==> src/sv/assert_macros.svh <==
// ----------------------------------------------------------------------------
// Assertion macros
// Shared concurrent assertion helpers. They compile to nothing in synthesis.
// ----------------------------------------------------------------------------
`ifndef ASSERT_MACROS_SVH
`define ASSERT_MACROS_SVH

`ifndef SYNTHESIS

// Checked at every rising clock edge, switched off while reset is high.
`define ASSERT_CLK(label, clk, rst, prop, msg) \
   label: assert property (@(posedge clk) disable iff (rst) prop) else $error(msg);

// Checked at every rising clock edge, reset included.
`define ASSERT_ALWAYS(label, clk, prop, msg) \
   label: assert property (@(posedge clk) prop) else $error(msg);

`else

`define ASSERT_CLK(label, clk, rst, prop, msg)
`define ASSERT_ALWAYS(label, clk, prop, msg)

`endif

`endif

==> src/sv/ps2mct_pkg.sv <==
// ----------------------------------------------------------------------------
// PS/2 mouse cursor tracker package
// Packet phase type, register indexes and fixed protocol constants.
// ----------------------------------------------------------------------------
`timescale 1ns / 1ps

package ps2mct_pkg;

   // Framing phase of the byte stream.
   typedef enum logic [1:0] {
      PH_ACK   = 2'd0,
      PH_HEAD  = 2'd1,
      PH_XBYTE = 2'd2,
      PH_YBYTE = 2'd3
   } phase_type;

   // Configuration register indexes.
   typedef enum logic {
      REG_X_LIMIT = 1'b0,
      REG_Y_LIMIT = 1'b1
   } reg_index_type;

   // Protocol constants.
   localparam logic [7:0] ACK_BYTE   = 8'hFA;
   localparam logic [7:0] SYNC_MASK  = 8'hC8;
   localparam logic [7:0] SYNC_VALUE = 8'h08;
   localparam int unsigned X_SIGN_POS = 4;
   localparam int unsigned Y_SIGN_POS = 5;

   // Cursor geometry.
   localparam int unsigned POS_W = 12;
   localparam logic [POS_W-1:0] X_LIMIT_RESET = 12'd304;
   localparam logic [POS_W-1:0] Y_LIMIT_RESET = 12'd184;

   // Port widths.
   localparam int unsigned REQ_DATA_W = 8;
   localparam int unsigned RSP_DATA_W = 48;
   localparam int unsigned CSR_ADDR_W = 3;
   localparam int unsigned CSR_DATA_W = 32;

endpackage

==> src/sv/ps2_mouse_packet_cursor_tracker_top.sv <==
// ----------------------------------------------------------------------------
// PS/2 mouse packet cursor tracker
// Frames mouse bytes into three-byte packets and tracks a clamped cursor.
// ----------------------------------------------------------------------------
// The block takes one mouse byte per cycle. It ignores bytes until the
// acknowledge byte 0xFA, then frames three-byte packets, skipping first
// bytes that fail the sync test. The third byte of a packet produces one
// result item in the next cycle, carrying the buttons, the signed movements
// (Y negated so downward is positive) and the cursor position clamped to
// 0..limit on each axis. Every byte is decoded by combinational logic into
// the state and result registers, so the sustained rate is one item per
// cycle; only a packet-completing byte waits while an earlier result is
// still held in the output register. Cursor limits are set through the
// APB-style port at byte addresses 0 (x_limit) and 4 (y_limit).
`timescale 1ns / 1ps

`include "assert_macros.svh"

module ps2_mouse_packet_cursor_tracker_top (
   input  logic                                  clock,
   input  logic                                  reset,
   // Input channel
   input  logic                                  req_tvalid,
   output logic                                  req_tready,
   // [7:0] rx_byte
   input  logic [ps2mct_pkg::REQ_DATA_W-1:0]     req_tdata,
   // Result channel
   output logic                                  rsp_tvalid,
   input  logic                                  rsp_tready,
   // [2:0] buttons, [11:3] move_x, [21:12] move_y, [33:22] cursor_x,
   // [45:34] cursor_y, [47:46] zero
   output logic [ps2mct_pkg::RSP_DATA_W-1:0]     rsp_tdata,
   // Configuration port
   input  logic                                  csr_psel,
   input  logic                                  csr_penable,
   input  logic                                  csr_pwrite,
   input  logic [ps2mct_pkg::CSR_ADDR_W-1:0]     csr_paddr,
   input  logic [ps2mct_pkg::CSR_DATA_W-1:0]     csr_pwdata,
   output logic [ps2mct_pkg::CSR_DATA_W-1:0]     csr_prdata,
   output logic                                  csr_pready
);

   localparam int unsigned PW = ps2mct_pkg::POS_W;
   localparam int unsigned SW = PW + 2;

   // State and result registers.
   ps2mct_pkg::phase_type phase_ff, phase_in;
   logic [7:0]    header_ff, header_in;
   logic [7:0]    xbyte_ff, xbyte_in;
   logic [PW-1:0] pos_x_ff, pos_x_in;
   logic [PW-1:0] pos_y_ff, pos_y_in;
   logic [PW-1:0] x_limit_ff, y_limit_ff;
   logic          rsp_valid_ff, rsp_valid_in;
   logic [2:0]    rsp_buttons_ff;
   logic [8:0]    rsp_move_x_ff;
   logic [9:0]    rsp_move_y_ff;
   logic [PW-1:0] rsp_cursor_x_ff;
   logic [PW-1:0] rsp_cursor_y_ff;

   // Handshake and decode signals.
   logic          req_fire;
   logic          result_load;
   logic          csr_write;
   ps2mct_pkg::reg_index_type csr_index;
   logic [7:0]    rx_byte;
   logic signed [8:0]  move_x;
   logic signed [9:0]  y_raw;
   logic signed [9:0]  move_y;
   logic signed [SW-1:0] sum_x;
   logic signed [SW-1:0] sum_y;

   assign rx_byte = req_tdata[7:0];

   // A byte that does not finish a packet is always taken; a third byte
   // needs room in the result register.
   assign req_tready  = (phase_ff != ps2mct_pkg::PH_YBYTE) || !rsp_valid_ff || rsp_tready;
   assign req_fire    = req_tvalid && req_tready;
   assign result_load = req_fire && (phase_ff == ps2mct_pkg::PH_YBYTE);

   // Next framing state.
   always_comb begin
      phase_in  = phase_ff;
      header_in = header_ff;
      xbyte_in  = xbyte_ff;
      if (req_fire) begin
         unique case (phase_ff)
            ps2mct_pkg::PH_ACK: begin
               if (rx_byte == ps2mct_pkg::ACK_BYTE) begin
                  phase_in = ps2mct_pkg::PH_HEAD;
               end
            end
            ps2mct_pkg::PH_HEAD: begin
               if ((rx_byte & ps2mct_pkg::SYNC_MASK) == ps2mct_pkg::SYNC_VALUE) begin
                  header_in = rx_byte;
                  phase_in  = ps2mct_pkg::PH_XBYTE;
               end
            end
            ps2mct_pkg::PH_XBYTE: begin
               xbyte_in = rx_byte;
               phase_in = ps2mct_pkg::PH_YBYTE;
            end
            ps2mct_pkg::PH_YBYTE: begin
               phase_in = ps2mct_pkg::PH_HEAD;
            end
            default: begin
               phase_in = ps2mct_pkg::PH_ACK;
            end
         endcase
      end
   end

   // Movement decode and cursor update for the third byte of a packet.
   always_comb begin
      move_x = $signed({header_ff[ps2mct_pkg::X_SIGN_POS], xbyte_ff});
      y_raw  = $signed({header_ff[ps2mct_pkg::Y_SIGN_POS],
                        header_ff[ps2mct_pkg::Y_SIGN_POS], rx_byte});
      move_y = -y_raw;
      sum_x  = $signed({2'b00, pos_x_ff}) + $signed({{(SW-9){move_x[8]}}, move_x});
      sum_y  = $signed({2'b00, pos_y_ff}) + $signed({{(SW-10){move_y[9]}}, move_y});

      // Below zero clamps to zero, above the limit clamps to the limit.
      if (sum_x < 0) begin
         pos_x_in = '0;
      end else if (sum_x[SW-2:0] > {1'b0, x_limit_ff}) begin
         pos_x_in = x_limit_ff;
      end else begin
         pos_x_in = sum_x[PW-1:0];
      end

      if (sum_y < 0) begin
         pos_y_in = '0;
      end else if (sum_y[SW-2:0] > {1'b0, y_limit_ff}) begin
         pos_y_in = y_limit_ff;
      end else begin
         pos_y_in = sum_y[PW-1:0];
      end

      rsp_valid_in = result_load || (rsp_valid_ff && !rsp_tready);
   end

   // State registers.
   always_ff @(posedge clock) begin
      if (reset) begin
         phase_ff     <= ps2mct_pkg::PH_ACK;
         header_ff    <= '0;
         xbyte_ff     <= '0;
         pos_x_ff     <= '0;
         pos_y_ff     <= '0;
         rsp_valid_ff <= 1'b0;
      end else begin
         phase_ff     <= phase_in;
         header_ff    <= header_in;
         xbyte_ff     <= xbyte_in;
         rsp_valid_ff <= rsp_valid_in;
         if (result_load) begin
            pos_x_ff <= pos_x_in;
            pos_y_ff <= pos_y_in;
         end
      end
   end

   // Result payload register.
   always_ff @(posedge clock) begin
      if (result_load) begin
         rsp_buttons_ff  <= header_ff[2:0];
         rsp_move_x_ff   <= move_x;
         rsp_move_y_ff   <= move_y;
         rsp_cursor_x_ff <= pos_x_in;
         rsp_cursor_y_ff <= pos_y_in;
      end
   end

   assign rsp_tvalid = rsp_valid_ff;
   assign rsp_tdata  = {2'b00, rsp_cursor_y_ff, rsp_cursor_x_ff, rsp_move_y_ff,
                        rsp_move_x_ff, rsp_buttons_ff};

   // Configuration registers.
   assign csr_pready = 1'b1;
   assign csr_write  = csr_psel && csr_penable && csr_pwrite && csr_pready;
   assign csr_index  = ps2mct_pkg::reg_index_type'(csr_paddr[2]);

   always_ff @(posedge clock) begin
      if (reset) begin
         x_limit_ff <= ps2mct_pkg::X_LIMIT_RESET;
         y_limit_ff <= ps2mct_pkg::Y_LIMIT_RESET;
      end else if (csr_write) begin
         unique case (csr_index)
            ps2mct_pkg::REG_X_LIMIT: x_limit_ff <= csr_pwdata[PW-1:0];
            ps2mct_pkg::REG_Y_LIMIT: y_limit_ff <= csr_pwdata[PW-1:0];
            default: ;
         endcase
      end
   end

   // Register read back.
   always_comb begin
      unique case (csr_index)
         ps2mct_pkg::REG_X_LIMIT: csr_prdata = {{(ps2mct_pkg::CSR_DATA_W-PW){1'b0}}, x_limit_ff};
         ps2mct_pkg::REG_Y_LIMIT: csr_prdata = {{(ps2mct_pkg::CSR_DATA_W-PW){1'b0}}, y_limit_ff};
         default:                 csr_prdata = '0;
      endcase
   end

   // Assertions.
   `ASSERT_ALWAYS(a_reset_clears, clock, reset |=> (phase_ff == ps2mct_pkg::PH_ACK) && !rsp_valid_ff, "reset did not clear framing and result state")
   `ASSERT_CLK(a_no_overwrite, clock, reset, (rsp_valid_ff && !rsp_tready) |-> !result_load, "held result overwritten by a new packet")
   `ASSERT_CLK(a_cursor_in_limit, clock, reset, result_load |=> (rsp_cursor_x_ff <= $past(x_limit_ff)) && (rsp_cursor_y_ff <= $past(y_limit_ff)), "cursor result exceeds its limit")
   `ASSERT_CLK(a_cursor_tracks, clock, reset, rsp_valid_ff |-> (rsp_cursor_x_ff == pos_x_ff) && (rsp_cursor_y_ff == pos_y_ff), "pending result disagrees with kept position")

endmodule

==> config.mk <==
export PLATFORM = sky130hd
export DESIGN_NAME = ps2_mouse_packet_cursor_tracker_top
export DESIGN_NICKNAME = d
export VERILOG_FILES = /design/src/sv/ps2mct_pkg.sv /design/src/sv/ps2_mouse_packet_cursor_tracker_top.sv
export VERILOG_INCLUDE_DIRS = /design/src /design/src/sv
export SDC_FILE = /design/constraint.sdc
export NUM_CORES = 1
export LEC_CHECK = 0
export BUFFER_PORTS_ARGS = -buffer_cell sky130_fd_sc_hd__buf_2
export CAP_MARGIN = 20
export CELL_PAD_IN_SITES_DETAIL_PLACEMENT = 0
export CELL_PAD_IN_SITES_GLOBAL_PLACEMENT = 1
export CORE_UTILIZATION = 38
export CTS_BUF_LIST = sky130_fd_sc_hd__clkbuf_8 sky130_fd_sc_hd__clkbuf_16
export CTS_CLUSTER_SIZE = 25
export DETAILED_ROUTE_END_ITERATION = 6
export GPL_ROUTABILITY_DRIVEN = 0
export PLACE_DENSITY = 0.84
export SLEW_MARGIN = 20
export SYNTH_ARGS = -nofsm -noshare
export SYNTH_HDL_FRONTEND = slang
export SYNTH_SLANG_ARGS = --single-unit
==> constraint.sdc <==
create_clock -name clock -period 3.9 [get_ports clock]
set_input_delay 0.585 -clock clock [delete_from_list [all_inputs] [get_ports clock]]
set_output_delay 0.585 -clock clock [all_outputs]
set_load 0.01 [all_outputs]
==> results.py, run 1 <==
metrics = {
    "detailed_routing": {
        "first_iter_violations": 318,
        "vias_per_cell": 4.93,
        "wl_per_cell_um": 15.6,
        "finalWirelength_um": 16700,
        "via_count": 5280,
        "drt-pass1-iter-count": 5,
        "antenna_left": 0,
        "drcViolationCount": 0,
    },
    "sta": {
        "tns_ns": -1.25,
        "fin_crit_ns": 3.99,
        "clock.fmax_ghz": 0.251,
        "hold_viol": 0,
        "finalWorstSetupSlack_ns": -0.0855,
        "finalCritPeriodShare_pct": 102,
        "relSlewSlack_pct": 63.9,
        "worst_pin_slew_ns": 0.542,
        "drv_slew": 0,
        "skew_ns": 0.0147,
        "rsz0062_at_grt": "yes",
        "setup_viol": 23,
    },
    "synth": {
        "synth.distinct_cells": 51,
        "yosysTopAreaCell": "edfxtp_1",
        "syn-cell-area_mm2": 0.00632,
        "synth_cells": 680,
        "synthSimpleGateAreaFrac_pct": 14.8,
        "yosys-top-cells-count": "nand2_1, nor2_1, dfxtp_1, ha_1, a21oi_1",
        "yosysWarnings": 0,
        "ys_ff_latch": 110,
        "synth_top_area_share_pct": 21.9,
        "synth_most_common_cell": "nand2_1",
        "synth_top_family_by_area": "simple AND/OR/NAND/NOR gates",
        "synthXorXnorAreaFrac_pct": 3.88,
        "yosys-top-cells-area": "edfxtp_1, dfxtp_1, ha_1, nand2_1, mux2i_1",
        "ys_seq_area_share_pct": 42.1,
        "synth_compound_area_share_pct": 14.6,
        "synth.mux.area_fraction_pct": 4.61,
        "async_reset_ff_share_pct": 0,
        "synthAdderAreaFrac_pct": 12.5,
        "syn_avg_cell_area_um2": 9.29,
        "ys.flop_type": "dfxtp_1",
        "synth_edf_count": 46,
    },
    "pwr": {
        "power_leakage_nw": 3.52,
        "ir_drop_mv": 0.202,
        "power_w": 0.00232,
        "cellPowerDensity_mw_per_mm2": 267,
    },
    "status": {
        "violations": "setup timing",
        "status": "finished, violations left",
    },
    "clock_network": {
        "cts_hold_buf": 0,
        "clock-sinks": 110,
        "cts_max_level": 3,
        "cts_tree": "yes",
        "insertion_delay_ns": 0.36,
        "clockBufferDepth": 2,
        "root_buffer": "clkbuf_16",
        "clkSlewWorstSetupHoldPaths_ns": 0.08,
        "cts_buffers": 9,
    },
    "die": {
        "top_level_ports": 133,
        "start_util_pct": 39.3,
        "num_rows": 46,
        "dieArea_mm2": 0.0171,
        "die_y_um": 131,
        "die_w_um": 131,
        "core_area_mm2": 0.0161,
    },
    "critical_path": {
        "path_class": "primary input to flop",
        "reg2regPathDepth": 17,
        "worstPathArrival_ns": 4.09,
        "r2r-start": "pos_x_ff[0]$_SDFFE_PP0P_",
        "slowest_delay_ns": 0.35,
        "crit_path_frequent_cell": "o21bai_1",
        "crit_chain": "buf_12, inv_12, ha_4, xnor2_2, ha_1, o21ai_1, o21bai_1, or3_4, a31oi_4, o21bai_1, xor2_1, ha_1, o21ai_2, o21bai_1, a21o_1, a21oi_2, o21ai_2, a21oi_2, buf_6, mux2i_4, nor2_1",
        "worstPathMaxFanout": 6,
        "cp-start-kind": "primary input",
        "slowest_stage": "or3_4",
        "r2r_slack_ns": 0.09,
        "cp.required_ns": 4.00,
        "endpoint_kind": "flop",
        "r2r-end": "rsp_cursor_x_ff[5]$_DFFE_PP_",
    },
    "layout": {
        "drive_gt1_share_pct": 35.4,
        "area_growth_pct": 37.8,
        "multi_input_area_mm2": 0.00396,
        "seq_area_mm2": 0.00267,
        "stdcell_area_mm2": 0.00870,
        "finalNonFillerCells": 1071,
        "n_antenna_cell": 0,
        "nets": 962,
        "fill_cells": 1391,
    },
    "worst_hold_path": {
        "hold_depth": 0,
        "min_from": "header_ff[1]$_SDFFE_PP0P_",
        "hold_path.class": "flop to flop",
        "min_to": "rsp_buttons_ff[1]$_DFFE_PP_",
    },
    "job": {
        "maxCapViolations": 0,
    },
    "placement": {
        "dp_hpwl_um": 11900,
        "io_buffers": 87,
        "post_dp_cell_area_mm2": 0.00759,
        "placedCellCount": 1039,
        "place_ws_ns": -0.535,
    },
    "global_routing": {
        "overflow": 0,
        "grt_max_degree": 43,
        "antenna_found_initial": 0,
        "grt_use_total_pct": 19.7,
        "grt_pass1_vias": 4918,
        "grt_pass1_wl_um": 25300,
    },
}
==> state kept, by name (all words and copies together), names as in the netlist <==
name             cells
y_limit_ff          12
rsp_buttons_ff       3
rsp_move_y_ff       10
phase_ff             2
x_limit_ff          12
rsp_cursor_y_ff     12
rsp_tvalid           1
xbyte_ff             8
rsp_move_x_ff        9
rsp_cursor_x_ff     12
pos_x_ff            12
pos_y_ff            12
header_ff            5
==> final cells by class <==
class | count | share of cell area [%]
inverter | 47 | 2.31
clock buffer | 10 | 2.88
multi-input combinational | 496 | 45.5
timing repair buffer | 186 | 15.2
tap | 216 | 3.11
clock inverter | 6 | 0.345
sequential | 110 | 30.6
==> power by group <==
part | leakage (nW) | switching [W] | internal (W)
clock | 0.152 | 0.000425 | 0.000466
combinational | 2.50 | 0.000125 | 0.000102
sequential | 0.865 | 0.00000896 | 0.00120
total | 3.52 | 0.000560 | 0.00176
==> what timing repair did <==
action,4_1_cts,5_1_grt
setup buffers,5,9
endpoints found under the setup margin,42,48
gates cloned,0,1
gates resized for setup,57,74
pin swaps,30,52
==> critical path: cells and delay by family <==
family | cells | cell delay [ns]
AO/OA/AOI/OAI | 10 | 1.34
XOR/XNOR | 2 | 0.37
adder cells (fa/ha/maj) | 3 | 0.75
buffers and inverters | 3 | 0.35
multiplexers | 1 | 0.28
AND/OR/NAND/NOR | 2 | 0.43
==> metrics by stage <==
stage | util, % | hold WS (ns)
after floorplan | - | 0.408
after global placement | 47.2 | 0.420
after detailed placement | 47.2 | 0.422
after CTS | 51.0 | 0.441
after global routing | 54.2 | 0.458
final | 54.2 | 0.439
==> how the worst max path moves through the flow <==
stage	start	to	slack [ns]
2_1_floorplan	req_tdata[1]	rsp_cursor_y_ff[4]$_DFFE_PP_	-0.12
3_3_place_gp	req_tdata[1]	pos_y_ff[11]$_SDFFE_PP0P_	-0.48
3_5_place_dp	req_tdata[1]	rsp_cursor_y_ff[0]$_DFFE_PP_	-0.54
4_1_cts	req_tdata[0]	rsp_cursor_y_ff[0]$_DFFE_PP_	-0.05
5_1_grt	req_tdata[2]	rsp_cursor_y_ff[7]$_DFFE_PP_	-0.28
6_report	req_tdata[1]	rsp_cursor_y_ff[6]$_DFFE_PP_	-0.09
==> cells in the final DEF (no fill, tap or decap), types with 15 or more instances in the layout <==
cell      Yosys  routed
o21ai_1      17      15
a21oi_1      51      46
nor2_1       65      54
buf_6         2      18
nand2_1      98      97
ha_1         60      54
conb_1        2      23
edfxtp_1     46      46
dfxtp_1      64      62
o21ai_0      20      17
buf_4        24      80
mux2i_4       0      22
inv_1        47      47
buf_2         1      83
==> cell families after synthesis <==
| family | after synthesis |
|---|---|
| other | 2 |
| and+or+nand+nor | 214 |
| AOI/OAI and AO/OA | 140 |
| muxes | 29 |
| DFF | 110 |
| buffers and inverters | 95 |
| adders and majority gates | 62 |
| xor gates and xnor gates | 28 |
==> routing by layer <==
layer / track usage, % / routed length, um / vias to the layer above
li1: - / - / 2647
met1: 24.5 / 7370 / 2503
met2: 34.3 / 8470 / 109
met3: 4.36 / 584 / 21
met4: 5.54 / 293 / 0
met5: 0 / 0 / -
Power figures use the tool's default switching activity.
==> run 2: changes to the inputs <==
--- a/config.mk
+++ b/config.mk
@@ -10,12 +10,13 @@
 export CAP_MARGIN = 20
 export CELL_PAD_IN_SITES_DETAIL_PLACEMENT = 0
 export CELL_PAD_IN_SITES_GLOBAL_PLACEMENT = 1
+export CORE_ASPECT_RATIO = 1.2
 export CORE_UTILIZATION = 38
 export CTS_BUF_LIST = sky130_fd_sc_hd__clkbuf_8 sky130_fd_sc_hd__clkbuf_16
 export CTS_CLUSTER_SIZE = 25
 export DETAILED_ROUTE_END_ITERATION = 6
 export GPL_ROUTABILITY_DRIVEN = 0
-export PLACE_DENSITY = 0.84
+export PLACE_DENSITY_LB_ADDON = 0.1
 export SLEW_MARGIN = 20
 export SYNTH_ARGS = -nofsm -noshare
 export SYNTH_HDL_FRONTEND = slang
==> run 2 against run 1 <==
  * The flow still finishes with violations (setup timing)
  * Clock power up 12%
  * First-iteration DRC count down 24%
  * Combinational power about the same
  * Die area about the same
  * Global-route usage up 1.0 points
  * Sequential power about the same
  * Register-to-register slack worse by 0.08 ns
  * Via count down 0.55%
  * Fmax up 1.7%
  * Cell count about the same
==> results.py, run 2 (same netlist as run 1, synthesis figures left out) <==
metrics = {
    "sta": {
        "setup_viol": 5,
        "hold_viol": 0,
        "clock.fmax_ghz": 0.255,
        "hold_ws_ns": 0.439,
        "fin_crit_ns": 3.92,
        "worst_pin_slew_ns": 1.01,
        "finalCritPeriodShare_pct": 100,
        "tns_ns": -0.0349,
        "relSlewSlack_pct": 32.3,
        "finalWorstSetupSlack_ns": -0.0172,
        "skew_ns": 0.00891,
        "rsz0062_at_grt": "yes",
        "drv_slew": 0,
    },
    "critical_path": {
        "slowest_delay_ns": 0.35,
        "crit_path_frequent_cell": "o21bai_1",
        "startpoint": "req_tdata[0]",
        "cp.required_ns": 4.01,
        "endpoint_kind": "flop",
        "worstPathMaxFanout": 6,
        "slowest_stage": "or3_4",
        "crit_cells": 20,
        "crit_path_end": "rsp_cursor_y_ff[7]$_DFFE_PP_",
        "r2r_slack_ns": 0.01,
        "critPathTopFamily": "compound AO/OA/AOI/OAI gates",
        "reg2regPathDepth": 18,
        "worstPathArrival_ns": 4.03,
        "worst-path-buf-inv": 3,
        "cp-start-kind": "primary input",
        "path_class": "primary input to flop",
        "r2r-start": "xbyte_ff[0]$_SDFFE_PP0P_",
        "crit_chain": "buf_12, nor3_4, xnor2_2, buf_4, ha_1, o21bai_1, or3_4, a31oi_4, o21bai_1, xor2_1, ha_1, o21ai_2, o21bai_1, a21o_1, a21oi_2, o21ai_1, a21oi_2, buf_6, mux2i_4, nor2_1",
        "r2r-end": "rsp_cursor_x_ff[7]$_DFFE_PP_",
    },
    "layout": {
        "nets": 965,
        "finish.utilization_pct": 53.5,
        "multi_input_area_mm2": 0.00391,
        "drive_gt1_share_pct": 35.3,
        "stdcell_area_mm2": 0.00871,
        "fill_cells": 1495,
        "final_cell_mix": "nand2_1, buf_4, buf_2",
        "seq_area_mm2": 0.00267,
        "area_growth_pct": 37.8,
        "mostFrequentLayoutCell": "nand2_1",
        "n_antenna_cell": 0,
    },
    "clock_network": {
        "clockBufferDepth": 2,
        "clkSlewWorstSetupHoldPaths_ns": 0.07,
        "clock-sinks": 110,
        "cts_tree": "yes",
        "insertion_delay_ns": 0.36,
        "root_buffer": "clkbuf_16",
        "cts_buffers": 9,
        "cts_max_level": 3,
    },
    "global_routing": {
        "antenna_found_initial": 0,
        "overflow": 0,
        "grt_use_total_pct": 20.8,
        "grt_pass1_vias": 5352,
        "grt_pass1_wl_um": 27200,
        "grt_max_degree": 41,
    },
    "job": {
        "maxCapViolations": 0,
    },
    "status": {
        "violations": "setup timing",
        "status": "finished, violations left",
    },
    "detailed_routing": {
        "drt-pass1-iter-count": 4,
        "vias_per_cell": 4.91,
        "antenna_left": 0,
        "drcViolationCount": 0,
        "finalWirelength_um": 17200,
        "first_iter_violations": 241,
        "wl_per_cell_um": 16.1,
        "via_count": 5251,
    },
    "die": {
        "top_level_ports": 133,
        "dieArea_mm2": 0.0171,
        "start_util_pct": 38.8,
        "die_w_um": 120,
        "num_rows": 51,
        "die_y_um": 143,
        "core_area_mm2": 0.0163,
    },
    "pwr": {
        "power_leakage_nw": 3.50,
        "ir_drop_mv": 0.185,
        "cellPowerDensity_mw_per_mm2": 279,
    },
    "worst_hold_path": {
        "hold_path.class": "flop to flop",
    },
    "placement": {
        "dp_hpwl_um": 13200,
        "post_dp_cell_area_mm2": 0.00767,
        "place_ws_ns": -0.580,
        "io_buffers": 87,
    },
}
-- run 2: changes by cell type in the layout (fill, tap and decap cells not counted), moves of 3 or more --
cell and delta:
buf_4 +7, mux2i_4 -5, mux2i_1 +4, ha_1 -3
inv_1 -3, nor2_1 +3, nor2_2 -3, o21ai_1 +3
o21ai_2 -3
-- run 2: final cells by class --
type,instances,area share (%)
Clock buffer,9,2.59
Clock inverter,7,1.11
Inverter,47,2.31
Multi-Input combinational cell,496,44.9
Sequential cell,110,30.6
Tap cell,212,3.05
Timing Repair Buffer,189,15.4
-- run 2: power by group --
part / switching [W] / internal (W) / total [W]
Combinational: 0.000125 / 0.0000998 / 0.000225
Sequential: 0.00000836 / 0.00120 / 0.00120
Clock: 0.000439 / 0.000564 / 0.00100
-- run 2: per-layer routing --
| metal | wire length, um | share of wire [%] | up-vias | global-route usage (%) |
|---|---|---|---|---|
| li1 | - | - | 2649 | - |
| met1 | 7410 | 43 | 2491 | 24.3 |
| met2 | 9030 | 52 | 90 | 38.5 |
| met3 | 422 | 2.4 | 21 | 2.32 |
| met4 | 371 | 2.2 | 0 | 8.29 |
| met5 | 0 | 0 | - | 0 |
-- run 2: worst min-delay path by stage --
stage                                  endpoint  cells after the start  slack [ns]                      start
detailed placement  rsp_buttons_ff[2]$_DFFE_PP_                      0        0.43  header_ff[2]$_SDFFE_PP0P_
CTS                 rsp_buttons_ff[1]$_DFFE_PP_                      0        0.45  header_ff[1]$_SDFFE_PP0P_
finish              rsp_buttons_ff[1]$_DFFE_PP_                      0        0.44  header_ff[1]$_SDFFE_PP0P_
floorplan           rsp_buttons_ff[2]$_DFFE_PP_                      0        0.41  header_ff[2]$_SDFFE_PP0P_
global route        rsp_buttons_ff[0]$_DFFE_PP_                      0        0.45  header_ff[0]$_SDFFE_PP0P_
global placement    rsp_buttons_ff[0]$_DFFE_PP_                      0        0.42  header_ff[0]$_SDFFE_PP0P_
-- run 2: repair_timing --
item | in CTS | in global routing
hold buffers | 0 | 0
setup endpoints to repair | 48 | 48
resized for setup | 78 | 45
pin swaps | 53 | 30
gates cloned | 1 | 0
setup buffers | 6 | 3
-- run 2: stage by stage --
| step | total power (W) | std cells |
|---|---|---|
| 5_1_grt | 0.00252 | 1070 |
| 6_report | 0.00243 | 1070 |
| 4_1_cts | 0.00244 | 1068 |
| 3_5_place_dp | 0.00143 | 1047 |
| 2_1_floorplan | 0.00135 | 701 |
| 3_3_place_gp | 0.00142 | 1047 |
